--- config.mk ---
export PLATFORM = sky130hd
export DESIGN_NAME = mtts_ctrl
export DESIGN_NICKNAME = d
export VERILOG_FILES = /design/src/rtl/mtts_pkg.sv /design/src/rtl/mtts_ctrl.sv
export VERILOG_INCLUDE_DIRS = /design/src /design/src/rtl
export SDC_FILE = /design/constraint.sdc
export NUM_CORES = 1
export LEC_CHECK = 0
export BUFFER_PORTS_ARGS = -buffer_cell sky130_fd_sc_hd__buf_2
export CORE_MARGIN = 3
export CORE_UTILIZATION = 55
export DETAILED_ROUTE_END_ITERATION = 8
export PLACE_DENSITY = 0.76
export SETUP_SLACK_MARGIN = 0.15
export SKIP_LAST_GASP = 1
export SLEW_MARGIN = 5
export SYNTH_ARGS = -nofsm -noshare
export SYNTH_HDL_FRONTEND = slang
export SYNTH_SLANG_ARGS = --single-unit
--- constraint.sdc ---
create_clock -name clk_i -period 5 [get_ports clk_i]
set_input_delay 0 -clock clk_i [delete_from_list [all_inputs] [get_ports clk_i]]
set_output_delay 0 -clock clk_i [all_outputs]
set_load 0.005 [all_outputs]
--- src/rtl/max_tree_threshold_search_unit_assert.svh ---
// assertion macros for the max tree threshold search unit
// expects clk_i and rst_ni in the scope where a macro is used
`ifndef MAX_TREE_THRESHOLD_SEARCH_UNIT_ASSERT_SVH
`define MAX_TREE_THRESHOLD_SEARCH_UNIT_ASSERT_SVH

// plain property checked on every clock outside reset
`define MTTS_ASSERT(lbl, prop, msg) \
  lbl: assert property (@(posedge clk_i) disable iff (!rst_ni) (prop)) else $error(msg);

// same-cycle implication
`define MTTS_ASSERT_IMP(lbl, ante, cons, msg) \
  lbl: assert property (@(posedge clk_i) disable iff (!rst_ni) (ante) |-> (cons)) \
    else $error(msg);

`endif

--- src/rtl/mtts_pkg.sv ---
// shared types and constants of the max tree threshold search unit
// no dependencies
package mtts_pkg;

  localparam int unsigned LEAVES    = 1024;
  localparam int unsigned TREE_SIZE = 2 * LEAVES;
  localparam int unsigned IDX_W     = $clog2(TREE_SIZE);
  localparam int unsigned POS_W     = 11;
  localparam int unsigned VAL_W     = 16;
  localparam int unsigned STACK_D   = 16;
  localparam int unsigned SP_W      = $clog2(STACK_D);

  typedef enum logic [1:0] {
    REQ_WRITE      = 2'd0,
    REQ_FIND_RIGHT = 2'd1,
    REQ_FIND_LEFT  = 2'd2,
    REQ_CLEAR      = 2'd3
  } req_e;

  typedef struct packed {
    logic [1:0]       req_type;
    logic [POS_W-1:0] position;
    logic [VAL_W-1:0] write_value;
    logic [POS_W-1:0] range_low;
    logic [POS_W-1:0] range_high;
    logic [VAL_W-1:0] threshold;
  } req_t;

  typedef struct packed {
    logic             found;
    logic [POS_W-1:0] found_position;
  } res_t;

  typedef struct packed {
    logic             we;
    logic [IDX_W-1:0] waddr;
    logic [VAL_W-1:0] wdata;
    logic [IDX_W-1:0] raddr;
  } mem_req_t;

endpackage

--- src/rtl/mtts_ctrl.sv ---
// sequencer: clear sweep, leaf write with refresh to the root, tree search
// depends on mtts_pkg and max_tree_threshold_search_unit_assert.svh
`include "max_tree_threshold_search_unit_assert.svh"
module mtts_ctrl import mtts_pkg::*; (
  input  logic             clk_i,
  input  logic             rst_ni,
  input  logic             req_valid_i,
  output logic             req_ready_o,
  input  req_t             req_i,
  input  logic [POS_W-1:0] span_i,
  output mem_req_t         mem_o,
  input  logic [VAL_W-1:0] rdata_i,
  output logic             res_valid_o,
  input  logic             res_ready_i,
  output res_t             res_o
);

  typedef enum logic [2:0] {
    S_CLEAR, S_IDLE, S_WDESC, S_WREAD, S_WUPD, S_QVISIT, S_QCHECK, S_RESULT
  } state_e;

  typedef struct packed {
    logic [IDX_W-1:0] node;
    logic [POS_W-1:0] lo;
    logic [POS_W-1:0] hi;
  } frame_t;

  state_e           state_q;
  logic [IDX_W-1:0] node_q;
  logic [POS_W-1:0] lo_q, hi_q;
  logic [VAL_W-1:0] carry_q;
  logic [SP_W-1:0]  sp_q;
  logic [IDX_W-1:0] clr_q;
  req_t             req_q;
  res_t             res_q;
  frame_t           stack_q [STACK_D];

  logic [POS_W:0]   sum;
  logic [POS_W-1:0] mid;
  logic [IDX_W-1:0] left, right;
  logic             miss, right_first;
  logic [VAL_W-1:0] upd;
  frame_t           top, push;

  assign sum         = {1'b0, lo_q} + {1'b0, hi_q};
  assign mid         = sum[POS_W:1];
  assign left        = {node_q[IDX_W-2:0], 1'b0};
  assign right       = {node_q[IDX_W-2:0], 1'b1};
  assign right_first = (req_q.req_type == REQ_FIND_RIGHT);
  assign miss = (req_q.range_low > req_q.range_high) || (req_q.range_high < lo_q) ||
                (req_q.range_low > hi_q) || (rdata_i < req_q.threshold);
  assign upd  = (carry_q < rdata_i) ? rdata_i : carry_q;
  assign top  = stack_q[sp_q - SP_W'(1)];
  assign push = right_first ? frame_t'{node: left, lo: lo_q, hi: mid}
                            : frame_t'{node: right, lo: mid + POS_W'(1), hi: hi_q};

  assign req_ready_o = (state_q == S_IDLE);
  assign res_valid_o = (state_q == S_RESULT);
  assign res_o       = res_q;

  always_comb begin
    mem_o = '{we: 1'b0, waddr: node_q, wdata: req_q.write_value, raddr: node_q};
    unique case (state_q)
      S_CLEAR: begin
        mem_o.we    = 1'b1;
        mem_o.waddr = clr_q;
        mem_o.wdata = '0;
      end
      S_WDESC: mem_o.we = (lo_q == hi_q);
      S_WREAD: mem_o.raddr = node_q ^ IDX_W'(1);
      S_WUPD: begin
        mem_o.we    = 1'b1;
        mem_o.waddr = node_q >> 1;
        mem_o.wdata = upd;
      end
      default: ;
    endcase
  end

  // explicit search stack, written only on descent
  always_ff @(posedge clk_i) begin
    if (state_q == S_QCHECK && !miss && lo_q != hi_q) begin
      stack_q[sp_q] <= push;
    end
  end

  always_ff @(posedge clk_i or negedge rst_ni) begin
    if (!rst_ni) begin
      state_q <= S_CLEAR;
      clr_q   <= '0;
      node_q  <= '0;
      lo_q    <= '0;
      hi_q    <= '0;
      carry_q <= '0;
      sp_q    <= '0;
      req_q   <= '0;
      res_q   <= '0;
    end else begin
      unique case (state_q)
        S_CLEAR: begin
          clr_q <= clr_q + IDX_W'(1);
          if (&clr_q) begin
            state_q <= S_IDLE;
          end
        end
        S_IDLE: begin
          if (req_valid_i) begin
            req_q  <= req_i;
            node_q <= IDX_W'(1);
            lo_q   <= POS_W'(1);
            hi_q   <= span_i;
            sp_q   <= '0;
            unique case (req_i.req_type)
              REQ_WRITE: begin
                if (req_i.position != '0 && req_i.position <= span_i) begin
                  state_q <= S_WDESC;
                end
              end
              REQ_CLEAR: begin
                clr_q   <= '0;
                state_q <= S_CLEAR;
              end
              default: state_q <= S_QVISIT;
            endcase
          end
        end
        S_WDESC: begin
          if (lo_q == hi_q) begin
            carry_q <= req_q.write_value;
            state_q <= (node_q == IDX_W'(1)) ? S_IDLE : S_WREAD;
          end else if (req_q.position <= mid) begin
            node_q <= left;
            hi_q   <= mid;
          end else begin
            node_q <= right;
            lo_q   <= mid + POS_W'(1);
          end
        end
        S_WREAD: state_q <= S_WUPD;
        S_WUPD: begin
          carry_q <= upd;
          node_q  <= node_q >> 1;
          state_q <= (node_q[IDX_W-1:1] == (IDX_W-1)'(1)) ? S_IDLE : S_WREAD;
        end
        S_QVISIT: state_q <= S_QCHECK;
        S_QCHECK: begin
          if (miss) begin
            if (sp_q == '0) begin
              res_q   <= '0;
              state_q <= S_RESULT;
            end else begin
              node_q  <= top.node;
              lo_q    <= top.lo;
              hi_q    <= top.hi;
              sp_q    <= sp_q - SP_W'(1);
              state_q <= S_QVISIT;
            end
          end else if (lo_q == hi_q) begin
            res_q   <= '{found: 1'b1, found_position: lo_q};
            state_q <= S_RESULT;
          end else begin
            sp_q    <= sp_q + SP_W'(1);
            state_q <= S_QVISIT;
            if (right_first) begin
              node_q <= right;
              lo_q   <= mid + POS_W'(1);
            end else begin
              node_q <= left;
              hi_q   <= mid;
            end
          end
        end
        S_RESULT: begin
          if (res_ready_i) begin
            state_q <= S_IDLE;
          end
        end
        default: state_q <= S_IDLE;
      endcase
    end
  end

  `MTTS_ASSERT_IMP(a_no_write_when_ready, mem_o.we, !req_ready_o, "store written while idle")
  `MTTS_ASSERT_IMP(a_hit_in_span, res_valid_o && res_o.found,
    res_o.found_position != '0 && res_o.found_position <= span_i, "hit outside span")
  `MTTS_ASSERT_IMP(a_miss_zero, res_valid_o && !res_o.found,
    res_o.found_position == '0, "miss with nonzero position")
  `MTTS_ASSERT(a_stack_bound, sp_q <= SP_W'(IDX_W - 1), "search stack overflow")

endmodule

==> flow_results.org <==
** Status
- Result of the run :: complete, no violations

** Critical path
- For the worst setup path, the data arrival time is about 4.9 ns.
- Walking the worst path, the cells encountered are ha_1 -> a211oi_1 -> o21ai_0 -> a31o_2 -> a21oi_1 -> xnor2_1 -> inv_1 -> ha_1 -> nand4_1 -> nor2_1 -> nand4_1 -> a211o_1 -> o2bb2ai_4 -> o31ai_4 -> buf_4 -> mux2_4.
- Among cell families on the critical path, the largest total delay comes from compound AO/OA/AOI/OAI gates.
- The worst register-to-register path ends at lo_q[0]$_DFFE_PN0P_.
- Of all nets on the critical path, the largest fanout is 6.
- Counting both buffers and inverters, the worst setup path holds a total of 2.
- Register-to-register setup slack :: 0.59 ns
- For the worst flop-to-flop path, the logic depth is 16.
- The worst register-to-register path begins at lo_q[2]$_DFFE_PN0P_.
- Startpoint kind of the worst setup timing path :: flop
- Library cell contributing the largest single delay on the critical path :: dfrtp_1
- STA classifies the critical path endpoint as a flop.
- Maximum cell stage delay along the critical path :: about 0.43 ns
- The critical path in this run is classified as reg -> reg.
- For the worst setup path, the data required time is 5.49 ns.

** Die
- For this design the top-level I/O count stands at 151.
- The floorplan step set the die width to 242 um.
- In this run the core area contains 85 standard-cell rows.
- Placeable core region :: 0.0543 mm^2
- Measured along the y axis, the die boundary spans 242 um.
- The die covers 0.0583 mm^2.
- For this configuration, the core starts out at a cell density of 0.561.

** Clock network
- Clock-pin transition on the worst setup and hold timing paths :: 0.07 ns
- Clock root cell :: clkbuf_16
- CTS max path bufs :: 3
- Source-to-sink clock delay at the later pin of the worst-skew pair :: 0.61 ns
- Clock buffer count from CTS :: 68
- CTS Sinks :: 674
- H-tree depth :: 3
- TritonCTS clock tree :: yes

** Global route
- The number of antenna violations at the first check in global routing was 0.
- The via count of the first global-routing pass came to 19.6k.
- For this run, the total global-route usage over all layers was measured as 0.275.
- First-pass GRT wire length :: 122000 um
- Global routing finished with a remaining overflow of 0.
- Entering global routing, the biggest net connects 84 pins.

** STA
- Worst Hold Slack :: 0.0166 ns
- Final-report max-slew violation count :: 0
- Setup violations remaining at the end of the flow were counted as 0.
- In the finished design, the share of the clock period the worst path needs comes to 0.883.
- Total Negative Setup Slacks :: 0 ns
- For the pin with the worst max-slew slack, the measured transition is around 1.3 ns.
- The clock period could shrink to ~4.4 ns.
- Setup repair after global routing left no endpoint under its margin.
- Final worst setup slack :: 0.586 ns
- The number of hold violations in the final report is 0.
- Clock Skews :: 0.0249 ns
- Fmax achieved :: 227 MHz
- Headroom to the max-slew limit came out at 0.101.

** Power and ir drop
- The design draws around 23 mW.
- Static leakage power :: 13.1 nW
- Power per standard cell area :: 656 mW/mm^2
- Maximum vdd drop :: 0.000622 V

** Route
- Once detail routing completed, the nets flagged for antenna violations numbered 0.
- DRT Pass-1 Iters :: 6
- Detailed-route wire length per cell :: 26.3 um
- Initial drt markers :: 1965
- Final Routed Wirelength :: 79700 um
- # DRC :: 0
- Summing over every cut layer, the via total after detailed routing is 19.2k.
- Using the TritonRoute via totals, the vias-per-cell ratio works out to 6.33.

** Synth
- Dominant register cell in the synthesized netlist :: edfxtp_1
- The compound-cell area share of the yosys netlist is 0.0730.
- Summing every instance area after synthesis gives 0.0305 mm^2.
- Number of instances in the synthesized netlist :: 1985
- Of the synthesized area, sequential elements account for 0.640.
- In this run the mean area of a mapped cell was 15.4 um^2.
- Share of synthesized flip-flops with an asynchronous set or reset :: 0.217
- Count of state elements after synthesis :: between 600 and 700
- By area, the combinational part of the netlist is dominated by multiplexers.
- Synthesis warning total :: 0
- Synth cell types :: 67
- Simple logic cell fraction of the synthesized area :: 0.0606
- Synthesis produced a netlist with a net count of 2186.
- Of the total synthesized cell area, the portion taken by XOR and XNOR cells is 0.00660.
- Of the post-synthesis cell area, the part taken by muxes is 0.149.
- Adder and majority cell fraction of the synthesized area :: 0.0429
- In this run, synthesis inferred 528 flip-flops with an integrated enable.

** Finish
- Number of nets in the finished design :: around 2.4k
- Final non-filler cell area :: 0.0356 mm^2
- Growth of design area from synthesis to finish :: 16.6%
- Excluding fillers, the count of instances in the completed layout stands at 3031.
- In the final layout, the share of cells above drive strength 1 is 0.241.
- Number of antenna cells inserted :: 0
- The library cell used most frequently in the layout, excluding fill and tap cells, is edfxtp_1.
- The library cells used most frequently in the layout, excluding fill and tap cells, are edfxtp_1, mux4_2, buf_2, dfrtp_1, nand2_1.
- Share of the core filled with cells :: 0.654

** Place
- Detailed placement finished with a half-perimeter wire length of 46500 um.
- Buffers added on ports :: 150
- Placed Instances :: 2815
- Placed standard-cell area :: 0.0325 mm^2
- Routability-driven placement finished with a final weighted congestion of 0.889.
- OpenSTA, run right after detailed placement, puts the worst setup slack at roughly 0.60 ns.

** Job
- Max-Cap Viols :: 0

** Worst hold path
- Classification of the worst-slack hold path :: in -> async
layout make-up:
type                    count  area [um^2]
fillers                  3529        18800
flip-flops and latches    674        19500
inverters                  95          357
clock buffers              95         1970
multi-input cells        1101        10300
well taps                 739          925
repair buffers            303         2340
clock inverters            24          136
report_power, final:
group | leakage [nW] | switching [mW] | internal [mW]
clock network | 1.02 | 2.08 | 2.79
logic | 5.43 | 6.01 | 4.04
registers | 6.60 | 0.655 | 7.76
kinds of logic after synthesis:
group | after synthesis
DFF | 674
and+or+nand+nor | 385
AOI/OAI and AO/OA | 330
muxes | 259
buffers and inverters | 210
adders and majority gates | 104
xor gates and xnor gates | 23
worst reg2reg max path, cell delays in order, from the launching register on:
cell	delay [ns]
dfrtp_1	0.43
ha_1	0.27
a211oi_1	0.42
o21ai_0	0.24
a31o_2	0.29
a21oi_1	0.18
xnor2_1	0.25
inv_1	0.12
ha_1	0.33
nand4_1	0.10
nor2_1	0.09
nand4_1	0.13
a211o_1	0.32
o2bb2ai_4	0.18
o31ai_4	0.38
buf_4	0.26
mux2_4	0.31
sequential cells by signal, indices dropped and copies added (netlist names):
signal	cells
stack_q	528
req_q	67
carry_q	16
res_o	12
clr_q	11
hi_q	11
lo_q	11
node_q	11
sp_q	4
state_q	3
per-layer routing:
layer | track usage | routed length (um) | vias to the layer above
li1 | - | - | 8251
met1 | 0.384 | 31500 | 9702
met2 | 0.445 | 38500 | 1071
met3 | 0.0518 | 7360 | 161
met4 | 0.0840 | 2290 | 0
met5 | 0 | 0 | -
Yosys cell counts, types with 54 or more instances:
| cell | n | area share |
|---|---|---|
| edfxtp_1 | 528 | 0.52 |
| o21ai_0 | 100 | 0.016 |
| mux4_2 | 150 | 0.11 |
| dfrtp_1 | 146 | 0.12 |
| nand2_1 | 133 | 0.016 |
| a21oi_1 | 54 | 0.0089 |
| nand3_1 | 65 | 0.011 |
| clkbuf_1 | 73 | 0.0090 |
| nor2_1 | 61 | 0.0075 |
| ha_1 | 102 | 0.042 |
| inv_1 | 95 | 0.012 |
worst max-delay path by stage:
stage | start | slack (ns) | depth (start not counted) | end
floorplan | sp_q[0]$_DFFE_PN0P_ | 0.77 | 15 | node_q[5]$_DFFE_PN0P_
global placement | lo_q[1]$_DFFE_PN0P_ | 0.64 | 16 | lo_q[0]$_DFFE_PN0P_
detailed placement | lo_q[1]$_DFFE_PN0P_ | 0.60 | 16 | lo_q[0]$_DFFE_PN0P_
CTS | lo_q[2]$_DFFE_PN0P_ | 0.59 | 16 | lo_q[0]$_DFFE_PN0P_
global route | lo_q[0]$_DFFE_PN0P_ | 0.29 | 16 | lo_q[0]$_DFFE_PN0P_
finish | lo_q[2]$_DFFE_PN0P_ | 0.59 | 16 | lo_q[0]$_DFFE_PN0P_
repair_timing:
action | 4_1_cts | 5_1_grt
gates resized for setup | 0 | 0
hold buffers | 97 | 0
hold endpoints to repair | 180 | 0
buffers inserted | 0 | 0
Note: power is estimated with default switching activity, not from simulation.
